`config.mk`:
```
export PLATFORM = sky130hd
export DESIGN_NAME = gbie_mul
export DESIGN_NICKNAME = d
export VERILOG_FILES = /design/src/rtl/core/gbie_pkg.sv /design/src/rtl/core/gbie_mul.sv
export SDC_FILE = /design/constraint.sdc
export NUM_CORES = 2
export LEC_CHECK = 0
export BUFFER_PORTS_ARGS = -buffer_cell sky130_fd_sc_hd__buf_4
export CAP_MARGIN = 20
export CORE_MARGIN = 2
export CORE_UTILIZATION = 25
export DETAILED_ROUTE_END_ITERATION = 10
export GPL_ROUTABILITY_DRIVEN = 0
export PLACE_DENSITY = 0.39
export SLEW_MARGIN = 20
export SYNTH_ARGS = -nofsm -noshare
export SYNTH_HDL_FRONTEND = slang
export SYNTH_SLANG_ARGS = --single-unit
```
`constraint.sdc`:
```
create_clock -name clk -period 6.82 [get_ports clk]
set_input_delay 0.341 -clock clk [delete_from_list [all_inputs] [get_ports clk]]
set_output_delay 0.341 -clock clk [all_outputs]
set_load 0.01 [all_outputs]
```
`src/rtl/core/gbie_pkg.sv`:
```
package gbie_pkg;

	typedef enum logic [1:0] {
		REQ_ROW_BP = 2'd0,
		REQ_COL_BP = 2'd1,
		REQ_CELL   = 2'd2,
		REQ_QUERY  = 2'd3
	} req_t;

	localparam logic CFG_ROW_USED = 1'b0;
	localparam logic CFG_COL_USED = 1'b1;

	localparam int FRAC_BITS = 16;
	localparam int ACC_BITS  = 14;
	localparam int NW        = 24;
	localparam int QW        = NW + FRAC_BITS;
	localparam int MAGW      = 63;
	localparam int DIGW      = 8;
	localparam int PRODW     = MAGW + QW;

	localparam logic [63:0] ACC_LIM  = 64'h2000_0000_0000_0000;
	localparam logic [63:0] OUT_MAX  = 64'h0000_7FFF_FFFF_FFFF;
	localparam logic [QW-1:0] FRAC_ONE = 40'h00_0001_0000;

	typedef struct packed {
		logic          start;
		logic [NW-1:0] num;
		logic [NW-1:0] den;
	} div_req_t;

	typedef struct packed {
		logic            start;
		logic [MAGW-1:0] mag;
		logic [QW-1:0]   w;
	} mul_req_t;

endpackage

```
`src/rtl/core/gbie_mul.sv`:
```
module gbie_mul (
	input  logic                         clk,
	input  logic                         arst_n,
	input  gbie_pkg::mul_req_t           req,
	output logic                         done,
	output logic [gbie_pkg::PRODW-1:0]   prod
);

	localparam int DIGITS = gbie_pkg::QW / gbie_pkg::DIGW;
	localparam int CNTW   = $clog2(DIGITS);
	localparam int PPW    = gbie_pkg::MAGW + gbie_pkg::DIGW;

	logic                          busy_q;
	logic                          done_q;
	logic [CNTW-1:0]               cnt_q;
	logic [gbie_pkg::MAGW-1:0]     mag_q;
	logic [gbie_pkg::QW-1:0]       w_q;
	logic [gbie_pkg::PRODW-1:0]    acc_q;
	logic [PPW-1:0]                pp;
	logic [gbie_pkg::PRODW-1:0]    acc_nx;

	always_comb begin
		pp     = PPW'(mag_q) * PPW'(w_q[gbie_pkg::QW-1 -: gbie_pkg::DIGW]);
		acc_nx = {acc_q[gbie_pkg::PRODW-gbie_pkg::DIGW-1:0], {gbie_pkg::DIGW{1'b0}}}
			+ gbie_pkg::PRODW'(pp);
	end

	always_ff @(posedge clk or negedge arst_n) begin
		if (!arst_n) begin
			busy_q <= 1'b0;
			done_q <= 1'b0;
			cnt_q  <= '0;
		end else begin
			done_q <= 1'b0;
			if (req.start) begin
				busy_q <= 1'b1;
				cnt_q  <= '0;
			end else if (busy_q) begin
				cnt_q <= cnt_q + 1'b1;
				if (cnt_q == CNTW'(DIGITS - 1)) begin
					busy_q <= 1'b0;
					done_q <= 1'b1;
				end
			end
		end
	end

	always_ff @(posedge clk) begin
		if (req.start) begin
			mag_q <= req.mag;
			w_q   <= req.w;
			acc_q <= '0;
		end else if (busy_q) begin
			acc_q <= acc_nx;
			w_q   <= {w_q[gbie_pkg::QW-gbie_pkg::DIGW-1:0], {gbie_pkg::DIGW{1'b0}}};
		end
	end

	assign done = done_q;
	assign prod = acc_q;

endmodule

```
==> results.md <==
* Outcome: finished, final reports clean
* Maximum root-to-sink buffer count at 3
* Input/output buffers at around 210
* DR WL/cell at between 15 and 20 um
* Via/cell ratio at 4.54
* Vias in the first global route at between 20000 and 25000
* Share of cells above drive strength 1 at around an eighth
* Max Cap Viol at 0
* Mapped Area at 25900 um^2
* Synth async-reset ratio at about 2.4%
* R2R cell count at 21
* Critical path class: register to register
* Most frequent cells in the layout: inv_1 (478), fa_1 (428), and2_1 (373)
* Die footprint at about 110000 um^2
* Syn avg cell area at around 9.4 um^2
* Pins Over Slew Limit at 0
* Die Y at 326 um
* Clock Skew at ~0.017 ns
* CP Capture Type: register
* Initial Util at 25.3%
* Rel. slew slack at 39.0%
* Slowest stage cell on the critical path: fa_1
* Setup Viol. Count Final at 0
* Global-route wire length before repair at roughly 140 mm
* Hold WS at between 0.03 and 0.04 ns
* Pre-CTS setup slack at around 0.18 ns
* Most frequent CP cell: fa_1
* Num CTS Buffers at 31
* Syn Inst Count at around 2800
* Tcrit/Tclk final at between 90% and 100%
* Layout area overhead at 18.9%
* Layout Nets at about 3600
* CTS tree: done
* Max Freq at about 0.15 GHz
* Clock-pin slew on the worst setup and hold paths at 0.06 ns
* # Post-CTS Setup Buffers at 0
* Synth unique cells at 76
* Hold Vio Cnt, Final at 0
* Root buf cell: clkbuf_16
* Fin worst setup slack at 0.186 ns
* Htree depth at 1
* Pin count of the biggest net entering global routing at between 60 and 70
* Number of nets with antenna violations after routing at 0
* Violation count after the first detailed-routing iteration at around 1100
* Remaining DRCs at 0
* Clock Latency Late Sink at 0.62 ns
* CP required at 7.31 ns
* GRT overflow at 0
* Tmin final at 6.63 ns
* Commonest non-fill, non-tap cell in the layout: inv_1
* GRT Total Usage at between 10% and 20%
* Clk sink count at roughly 210
* Die W at about 330 um
* End of the worst hold path: w_q[28]$_DFFE_PP_
* CP Depth at 21
* Top Family by Delay on Critical Path: adder cells
* Worst-path fanout max at between 50 and 60
* Mapped Nets at about 3400
* Antenna diode count at 0
* Hold Crit Start: req[28]
* Hold crit path type: input port to register
* Core area at ~100000 um^2
* Row count at 117
* IO Pins at 210
* Setup TNS at 0 ns
* CP bufs+invs at 6
* Least-Margin Pin Slew at roughly 0.92 ns
* Reg2reg setup slack at between 0.15 and 0.2 ns
* FF-to-FF Start: w_q[32]$_DFFE_PP_
* Hold path cells at 2
* Max stage delay on crit path at slightly above 0.6 ns
* Placed Instance Area at about 29000 um^2
* Flops & latches, synth at 211
* Synth warn at 0
* Critical-path cell list: buf_12, buf_4, nand2_1, fa_1, inv_1, fa_1, fa_1, inv_1, fa_1, inv_1, ha_1, and4_4, nand3_2, o22a_1, a2111oi_2, or3_1, inv_2, a211o_1, a211oi_1, xnor2_1, o21ai_1
* Synth Flop Type: edfxtp_1
* DRT Wirelength at roughly 87 mm
* Final HPWL from detailed placement at approximately 67 mm
* Unrepaired setup endpoints after global routing: no
* Critical Path AT at around 7 ns
* Routed vias at ~20000
* EDFF count, synth at 103
* Reg-to-reg critical path endpoint: prod[90]$_SDFFE_PP0P_
* Final Instance Area at between 30000 and 40000 um^2
* CP Launch Type: register
* Sequential area share after synthesis at between 20 and 25%
* Initial antenna violation count at 2
* Initial DRT Pass Iterations at 5
==> Yosys cell counts, drive strengths merged (3+ instances only) <==
library cell | number | area (um^2)
a211o | 7 | 62.6
a211oi | 24 | 185
a21boi | 4 | 30.0
a21o | 28 | 210
a21oi | 110 | 558
a22oi | 3 | 22.5
a31o | 3 | 26.3
a31oi | 9 | 56.3
and2 | 373 | 2330
and3 | 15 | 93.8
and4 | 7 | 66.3
buf | 32 | 211
clkbuf | 92 | 352
dfrtp | 5 | 125
dfxtp | 103 | 2060
edfxtp | 103 | 3090
fa | 428 | 8570
ha | 101 | 1260
inv | 482 | 1810
mux2 | 33 | 372
mux2i | 35 | 350
nand2 | 268 | 1010
nand2b | 9 | 56.3
nand3 | 28 | 145
nand4 | 34 | 219
nor2 | 114 | 430
nor2b | 6 | 37.5
nor3 | 17 | 96.4
nor3b | 4 | 30.0
nor4 | 3 | 18.8
o211ai | 8 | 60.1
o21a | 11 | 82.6
o21ai | 91 | 459
o21bai | 12 | 90.1
o22ai | 21 | 131
o31ai | 7 | 57.6
or3 | 4 | 25.0
or4 | 4 | 30.0
xnor2 | 57 | 499
xor2 | 32 | 280
==> sequential cells by signal, summed over array words and instances, names as in the netlist <==
register / cells
done: 1
prod: 103
mag_q: 63
w_q: 40
busy_q: 1
cnt_q: 3
==> metrics by stage <==
| stage | util [%] | std cells |
|---|---|---|
| CTS | 30.1 | 4373 |
| global route | 30.1 | 4373 |
| finish | 30.1 | 4373 |
| floorplan | - | 2753 |
| global placement | 28.3 | 4234 |
| detailed placement | 28.3 | 4234 |
==> layer usage <==
| layer | routed length [um] | vias up | GRT usage [%] |
|---|---|---|---|
| met5 | 0 | - | 0 |
| met4 | 1720 | 0 | 3.06 |
| met3 | 4950 | 85 | 2.89 |
| met2 | 41900 | 501 | 28.3 |
| met1 | 38100 | 10174 | 22.1 |
| li1 | - | 9111 | - |
==> worst max-delay path by stage <==
stage | startpoint | endpoint
global route | w_q[32]$_DFFE_PP_ | prod[100]$_SDFFE_PP0P_
detailed placement | w_q[32]$_DFFE_PP_ | prod[95]$_SDFFE_PP0P_
finish | w_q[32]$_DFFE_PP_ | prod[90]$_SDFFE_PP0P_
CTS | w_q[32]$_DFFE_PP_ | prod[95]$_SDFFE_PP0P_
floorplan | w_q[32]$_DFFE_PP_ | prod[82]$_SDFFE_PP0P_
global placement | w_q[32]$_DFFE_PP_ | prod[90]$_SDFFE_PP0P_
==> repair_timing <==
action	CTS	global route
endpoints found under the hold margin	86	0
endpoints found under the setup margin	0	4
hold buffers	82	0
gates resized for setup	0	2
==> cell type report <==
class                           count  area (um^2)
Multi-Input combinational cell   1934        18200
Tap cell                         1368         1710
Clock buffer                       37          808
Clock inverter                     20          235
Fill cell                       10914        71400
Timing Repair Buffer              321         2710
Inverter                          482         1810
Sequential cell                   211         5280
==> logic make-up after synthesis <==
group                    Yosys count  synth area share [%]
buffers and inverters            608                  9.25
AO/OA/AOI/OAI                    358                  8.66
XOR/XNOR                          89                  3.01
multiplexers                      68                  2.79
AND/OR/NAND/NOR                  890                  17.9
flip-flops                       211                  20.4
adder cells (fa/ha/maj)          529                  38.0
Power is not shown: default switching activity piles up to over one toggle a cycle in this logic, so the estimate is an artifact.
