[src/rtl/core/gbie_pkg.sv]
package gbie_pkg;

	typedef enum logic [1:0] {
		REQ_ROW_BP = 2'd0,
		REQ_COL_BP = 2'd1,
		REQ_CELL   = 2'd2,
		REQ_QUERY  = 2'd3
	} req_t;

	localparam logic CFG_ROW_USED = 1'b0;
	localparam logic CFG_COL_USED = 1'b1;

	localparam int FRAC_BITS = 16;
	localparam int ACC_BITS  = 14;
	localparam int NW        = 24;
	localparam int QW        = NW + FRAC_BITS;
	localparam int MAGW      = 63;
	localparam int DIGW      = 8;
	localparam int PRODW     = MAGW + QW;

	localparam logic [63:0] ACC_LIM  = 64'h2000_0000_0000_0000;
	localparam logic [63:0] OUT_MAX  = 64'h0000_7FFF_FFFF_FFFF;
	localparam logic [QW-1:0] FRAC_ONE = 40'h00_0001_0000;

	typedef struct packed {
		logic          start;
		logic [NW-1:0] num;
		logic [NW-1:0] den;
	} div_req_t;

	typedef struct packed {
		logic            start;
		logic [MAGW-1:0] mag;
		logic [QW-1:0]   w;
	} mul_req_t;

endpackage

[src/rtl/core/gbie_div.sv]
module gbie_div (
	input  logic                        clk,
	input  logic                        arst_n,
	input  gbie_pkg::div_req_t          req,
	output logic                        done,
	output logic [gbie_pkg::QW-1:0]     quot
);

	localparam int CNTW = $clog2(gbie_pkg::QW);

	logic                      busy_q;
	logic                      done_q;
	logic [CNTW-1:0]           cnt_q;
	logic [gbie_pkg::NW:0]     rem_q;
	logic [gbie_pkg::QW-1:0]   quo_q;
	logic [gbie_pkg::NW-1:0]   den_q;
	logic [gbie_pkg::NW:0]     rem_sh;
	logic [gbie_pkg::NW:0]     rem_nx;
	logic                      ge;

	always_comb begin
		rem_sh = {rem_q[gbie_pkg::NW-1:0], quo_q[gbie_pkg::QW-1]};
		ge     = rem_sh >= {1'b0, den_q};
		rem_nx = ge ? (rem_sh - {1'b0, den_q}) : rem_sh;
	end

	always_ff @(posedge clk or negedge arst_n) begin
		if (!arst_n) begin
			busy_q <= 1'b0;
			done_q <= 1'b0;
			cnt_q  <= '0;
		end else begin
			done_q <= 1'b0;
			if (req.start) begin
				busy_q <= 1'b1;
				cnt_q  <= '0;
			end else if (busy_q) begin
				cnt_q <= cnt_q + 1'b1;
				if (cnt_q == CNTW'(gbie_pkg::QW - 1)) begin
					busy_q <= 1'b0;
					done_q <= 1'b1;
				end
			end
		end
	end

	always_ff @(posedge clk) begin
		if (req.start) begin
			rem_q <= '0;
			quo_q <= {req.num, {gbie_pkg::FRAC_BITS{1'b0}}};
			den_q <= req.den;
		end else if (busy_q) begin
			rem_q <= rem_nx;
			quo_q <= {quo_q[gbie_pkg::QW-2:0], ge};
		end
	end

	assign done = done_q;
	assign quot = quo_q;

endmodule

[config.mk]
export PLATFORM = sky130hd
export DESIGN_NAME = gbie_div
export DESIGN_NICKNAME = d
export VERILOG_FILES = /design/src/rtl/core/gbie_pkg.sv /design/src/rtl/core/gbie_div.sv
export SDC_FILE = /design/constraint.sdc
export NUM_CORES = 1
export LEC_CHECK = 0
export BUFFER_PORTS_ARGS = -buffer_cell sky130_fd_sc_hd__clkbuf_2
export CAP_MARGIN = 20
export CORE_ASPECT_RATIO = 0.6
export CORE_UTILIZATION = 40
export DETAILED_ROUTE_END_ITERATION = 10
export PLACE_DENSITY_LB_ADDON = 0.12
export RECOVER_POWER = 25
export SYNTH_ARGS = -nofsm -noshare
export SYNTH_HDL_FRONTEND = slang
export SYNTH_SLANG_ARGS = --single-unit
[constraint.sdc]
create_clock -name clk -period 2.5 [get_ports clk]
set_input_delay 0.25 -clock clk [delete_from_list [all_inputs] [get_ports clk]]
set_output_delay 0.25 -clock clk [all_outputs]
set_load 0.01 [all_outputs]
==> results of run 1 <==
-- critical path, stage by stage, from the launching register on --
cell	delay, ns
edfxtp_1	0.38
inv_2	0.07
ha_4	0.19
a21o_1	0.16
or3_4	0.33
o211ai_1	0.26
buf_4	0.17
nand4_1	0.16
and2_4	0.21
a311o_1	0.35
a21oi_2	0.13
nor4_1	0.05
-- power breakdown --
group	total [uW]	internal (uW)	switching [uW]
sequential	2130	1920	210
clock	1450	769	684
combinational	3590	1800	1790
-- area by class of cell --
| class | count | area share [%] |
|---|---|---|
| clock buffers | 10 | 3.75 |
| clock inverters | 6 | 0.976 |
| inverters | 29 | 1.63 |
| multi-input cells | 352 | 39.9 |
| flip-flops and latches | 96 | 36.6 |
| well taps | 165 | 3.10 |
| repair buffers | 147 | 14.0 |
-- metal layers --
metal / wire length (um) / share of wire (%)
met3: 484 / 4.0
met1: 6570 / 54
met2: 5080 / 42
met5: 0 / 0
met4: 84 / 0.69
-- worst paths after layout --
check / start / end / slack (ns) / depth (start not counted)
max: den_q[4] / rem_q[23] / -0.08 / 11
min: req[21] / den_q[21] / 0.07 / 1
max reg2reg: den_q[4] / rem_q[23] / -0.08 / 11
min reg2reg: rem_q[23] / rem_q[23] / 0.49 / 2
max in group asynchronous: arst_n / busy_q / 1.83 / 2
min in group asynchronous: arst_n / cnt_q[0] / 0.36 / 2
-- timing repair --
item | CTS | global route
setup buffers | 2 | 6
resized for setup | 21 | 44
gates cloned | 0 | 1
setup endpoints to repair | 22 | 25
hold buffers | 1 | 0
pin swaps | 8 | 24
hold endpoints to repair | 8 | 0
-- sequential cells by signal, summed over array words and instances, names as in the netlist --
signal / flops
quot: 40
rem_q: 24
den_q: 24
cnt_q: 6
done: 1
busy_q: 1
-- through the flow --
stage | power [uW] | cells | area (um2)
floorplan | 4070 | 501 | 5060
global placement | 4980 | 779 | 5970
detailed placement | 5000 | 779 | 5970
CTS | 6640 | 798 | 6400
global route | 7590 | 805 | 6670
finish | 7170 | 805 | 6670
-- Yosys cell counts, drive strengths merged (2+ instances only) --
cell type / instances
nand4: 7
mux2i: 27
nand2b: 8
a211o: 2
o21ai: 17
xnor2: 10
a22oi: 2
o31a: 2
inv: 29
a31oi: 2
o211ai: 3
a21oi: 30
nor2: 73
o21a: 2
dfxtp: 40
and2: 4
clkbuf: 17
nand2: 23
nor3: 7
a211oi: 19
a21boi: 2
o31ai: 2
xor2: 9
dfrtp: 8
buf: 7
a311o: 2
edfxtp: 48
or3: 4
a21o: 12
nor4: 2
nand3: 5
a2111oi: 2
nand3b: 2
a22o: 23
ha: 25
and3: 3
nor2b: 6
-- logic make-up (layout without fill, tap and decap cells) --
family          Yosys count  count (layout)  synth area share, %
buf+inv                  53             192                 4.25
fa+ha+maj                26              26                 6.58
mux                      28              28                 5.57
flops                    96              96                 48.3
compound gates          130             130                 18.4
xor+xnor                 19              19                 3.29
simple gates            149             149                 13.6
==> run metrics, run 1 <==
largest net degree at the start of global routing 39; total CTS buffers 9; initial DRC count 221; total track usage 18.2%; I/O pin cnt 92; Worst Path Max Fanout 3; setup_tns -0.493 ns; share of layout cells above drive strength 1 32.2%; Post-synth top flop edfxtp_1; met2 GRT Util 25.0%; total grt overflow 0; IO Port Bufs 91; drt via density 5.20; clk_lat worst skew 0.35 ns; ANT nets after route 0; clock sink count 96; synth top area cells edfxtp_1 (28%), dfxtp_1 (16%), ha_1 (6.2%); GP Congestion 0.907; hold_ws 0.0684 ns; Final Hold Viols 0; DRC Markers 0; 1st-pass router iterations 4; first-pass GRT wire length 18.7 mm; hpwl dp 8.46 mm; Net Count, Synth 578; Die Ht 89.1 um; status complete, but fails checks; initial antenna violation count 0; CORE AREA 12200 um2; Setup Skew 0.0100 ns; Clock Root Buffer clkbuf_16; Post-Syn Area 5060 um2; CTS clock-pin slew for the worst setup and hold paths 0.08 ns; pre-CTS setup slack -0.0913 ns; Worst EP arrival 2.80 ns; clk buf depth 2; HP Class in2reg; Max-cap violations 0; CTS tree done; Top Usage Layer GRT met1; Fillers 1067; M1 GR Usage 28.3%; Synth async-reset ratio 8.33%; syn avg cell area 10.1 um2; RSZ-0062 raised after global routing true; final WL 12.2 mm; Seq cells post-synth 96; worst slew pin tran 0.948 ns; WS Path Type reg2reg; Worst Setup Slack, final -0.0806 ns; GR Util met3 4.03%; H-tree levels 3; most common cell after layout, fill and taps aside clkbuf_2; PwrDens 1080 nW/um2; f_max 0.388 GHz; violated checks negative setup slack; leakage 0.00314 uW; sequential-to-total area share from yosys stat 48.3%; die area 13100 um2; Row Count 31; Area Overhead vs Synth 31.8%; ant diodes 0; Final period util 103%; clock period minus worst slack 2.58 ns; Synth Instances 501; Core Util, Final 54.8%; Post-synth EDFFs 48; number of synthesis warnings 0; Vias 4182; Yosys top cell area share 28.5%; Critical Path RT 2.72 ns; Cell variety after synth 60; initial core utilization 41.5%; routed length per instance 15.2 um; commonest non-fill, non-tap cells in the layout clkbuf_2 (86), nor2_1 (67), edfxtp_1 (48), buf_4 (48), dfxtp_1 (40); Worst slew margin 36.7%; largest area contributor in the netlist edfxtp_1; multi-input logic area 2660 um2; vias in the first global route 3710; VDD IR max 0.000449 V; Die W 147 um; nets 712; Final setup violation count 11; Worst setup EP type flip-flop; Slew Limit Fails 0; crit start category flip-flop; FF+latch area 2440 um2
No activity file was read; power rests on OpenSTA's default activity.
==> run 2: changes to the inputs <==
--- a/config.mk
+++ b/config.mk
@@ -8,7 +8,7 @@
 export BUFFER_PORTS_ARGS = -buffer_cell sky130_fd_sc_hd__clkbuf_2
 export CAP_MARGIN = 20
 export CORE_ASPECT_RATIO = 0.6
-export CORE_UTILIZATION = 40
+export CORE_UTILIZATION = 51
 export DETAILED_ROUTE_END_ITERATION = 10
 export PLACE_DENSITY_LB_ADDON = 0.12
 export RECOVER_POWER = 25
==> constraint.sdc (replaced) <==
create_clock -name clk -period 2.5 [get_ports clk]
set_input_delay 0.25 -clock clk [delete_from_list [all_inputs] [get_ports clk]]
set_output_delay 0.25 -clock clk [all_outputs]
set_load 0.05 [all_outputs]
==> run metrics, run 2 (same netlist as run 1, synthesis figures left out) <==
ANT nets after route 0; status complete, but fails checks; largest net degree at the start of global routing 49; switching power of the nets 2900 uW; crit-path most repeated cell buf_4; Final period util 104%; initial core utilization 53.9%; vias in the first global route 3905; ant diodes 0; share of layout cells above drive strength 1 35.5%; Worst Path Max Fanout 3; Crit path largest cell delay 0.44 ns; Slew Limit Fails 0; I/O pin cnt 92; Critical Path RT 2.72 ns; Clock Root Buffer clkbuf_16; violated checks negative setup slack; CTS clock-pin slew for the worst setup and hold paths 0.07 ns; Vias 4288; Worst slew margin 52.5%; PwrDens 1120 nW/um2; H-tree levels 3; CTS tree done; RSZ-0062 raised after global routing true; Final Hold Viols 0; GP Congestion 0.878; Worst EP arrival 2.81 ns; routed length per instance 16.2 um; Die W 131 um; VDD IR max 0.000605 V; clock period minus worst slack 2.59 ns; max reg flops 40; clk buf depth 2; total CTS buffers 9; crit path cell chain inv_2, ha_4, a21o_1, buf_4, a21oi_4, a31oi_4, a2111oi_4, o31ai_1, buf_4, mux2i_4, o221ai_2, nor3_1; HP Class in2reg; total track usage 24.4%; DRC Markers 0; Die Ht 79.1 um; nets 722; f_max 0.386 GHz; Core Util, Final 72.0%; final WL 12.6 mm; IO Port Bufs 91; P_int 4650 uW; clk_lat worst skew 0.34 ns; die area 10300 um2; Placed Cells incl. Taps 745; commonest non-fill, non-tap cells in the layout clkbuf_2 (89), nor2_1 (68), buf_4 (56); total grt overflow 0; clock network power share 17.2%; leakage 0.00321 uW; Setup Skew 0.00840 ns; Sw Share 38.4%; sequential power share 28.1%; Row Count 27; clock sink count 96; drt via density 5.50; initial antenna violation count 0; Fillers 709; most common cell after layout, fill and taps aside clkbuf_2; Layout Cells excl Fill 780; Area Overhead vs Synth 33.7%; initial DRC count 341; slowest CP cell a2111oi_4; crit start category flip-flop; Final setup violation count 13; Logic pwr share 54.7%; WS Path Type reg2reg; worst slew pin tran 0.695 ns; critical path buffer and inverter count 3; Top delay family on crit path compound AO/OA/AOI/OAI gates; Worst setup EP type flip-flop; first-pass GRT wire length 19.3 mm; Worst Setup Slack, final -0.0893 ns; CORE AREA 9390 um2; 1st-pass router iterations 4; Max-cap violations 0; hpwl dp 8.35 mm
## run 2: cell count changes in the layout (fill, tap and decap cells not counted), moves of 2 or more
cell,change
buf_4,+8
a211oi_1,-4
a211oi_2,+4
buf_16,+4
a21oi_1,-3
clkbuf_1,-3
clkbuf_2,+3
a21oi_4,+2
clkbuf_16,-2
clkinv_2,+2
ha_1,-2
ha_2,+2
## run 2: cell type report
| class | instances | area (um2) | area share [%] |
|---|---|---|---|
| Multi-Input combinational cell | 352 | 2700 | 39.9 |
| Sequential cell | 96 | 2440 | 36.1 |
| Timing Repair Buffer | 157 | 1070 | 15.8 |
| Clock buffer | 9 | 225 | 3.33 |
| Tap cell | 130 | 163 | 2.41 |
| Inverter | 29 | 109 | 1.61 |
| Clock inverter | 7 | 53.8 | 0.796 |
## run 2: metal layers
| metal | track usage (%) | up-vias | share of wire [%] |
|---|---|---|---|
| met2 | 36.3 | 94 | 44 |
| met1 | 34.9 | 2061 | 50 |
| met3 | 5.93 | 14 | 5.1 |
| met5 | 0 | - | 0 |
| li1 | - | 2119 | - |
| met4 | 7.01 | 0 | 1.1 |
## run 2: final timing paths
| kind | cells after the start | from | endpoint | slack (ns) |
|---|---|---|---|---|
| min reg2reg | 2 | rem_q[4] | rem_q[4] | 0.51 |
| max in group asynchronous | 2 | arst_n | busy_q | 1.82 |
| max | 12 | den_q[4] | rem_q[22] | -0.09 |
| max reg2reg | 12 | den_q[4] | rem_q[22] | -0.09 |
| min in group asynchronous | 2 | arst_n | done | 0.36 |
| min | 1 | req[16] | den_q[16] | 0.08 |
## run 2: power groups by stage
stage                     logic (uW)  registers [uW]  clock network, uW
after floorplan                 1960            2260                  0
after CTS                       3750            2110               1330
after global routing            4420            2150               1380
final                           4130            2120               1300
after detailed placement        3030            2130                  0
after global placement          2990            2120                  0
## run 2: what timing repair did
action                                 in CTS  in global routing
gates resized for setup                    41                 33
hold buffers                                1                  0
buffers inserted                            9                  6
setup endpoints to repair                  24                 25
pin swaps                                  17                 27
gates cloned                                4                  0
endpoints found under the hold margin       8                  0
## run 2: worst reg2reg max path, cell delays in order, from the launching register on
cell and delay, ns:
edfxtp_1 0.38, inv_2 0.08, ha_4 0.20, a21o_1 0.19, buf_4 0.15, a21oi_4 0.17, a31oi_4 0.15, a2111oi_4 0.44
o31ai_1 0.11, buf_4 0.16, mux2i_4 0.18, o221ai_2 0.20, nor3_1 0.07
## run 2: through the flow
step / worst slack [ns] / setup TNS (ns) / instance area [um2] / hold WS (ns) / power (uW)
finish: -0.0893 / -0.442 / 6760 / 0.0782 / 7550
detailed placement: -0.121 / -0.727 / 5950 / 0.105 / 5160
floorplan: -0.147 / -0.269 / 5070 / -0.0456 / 4220
CTS: -0.0615 / -0.445 / 6600 / 0.0690 / 7190
global placement: -0.0929 / -0.463 / 5950 / 0.100 / 5110
global route: -0.218 / -3.43 / 6760 / 0.0635 / 7960
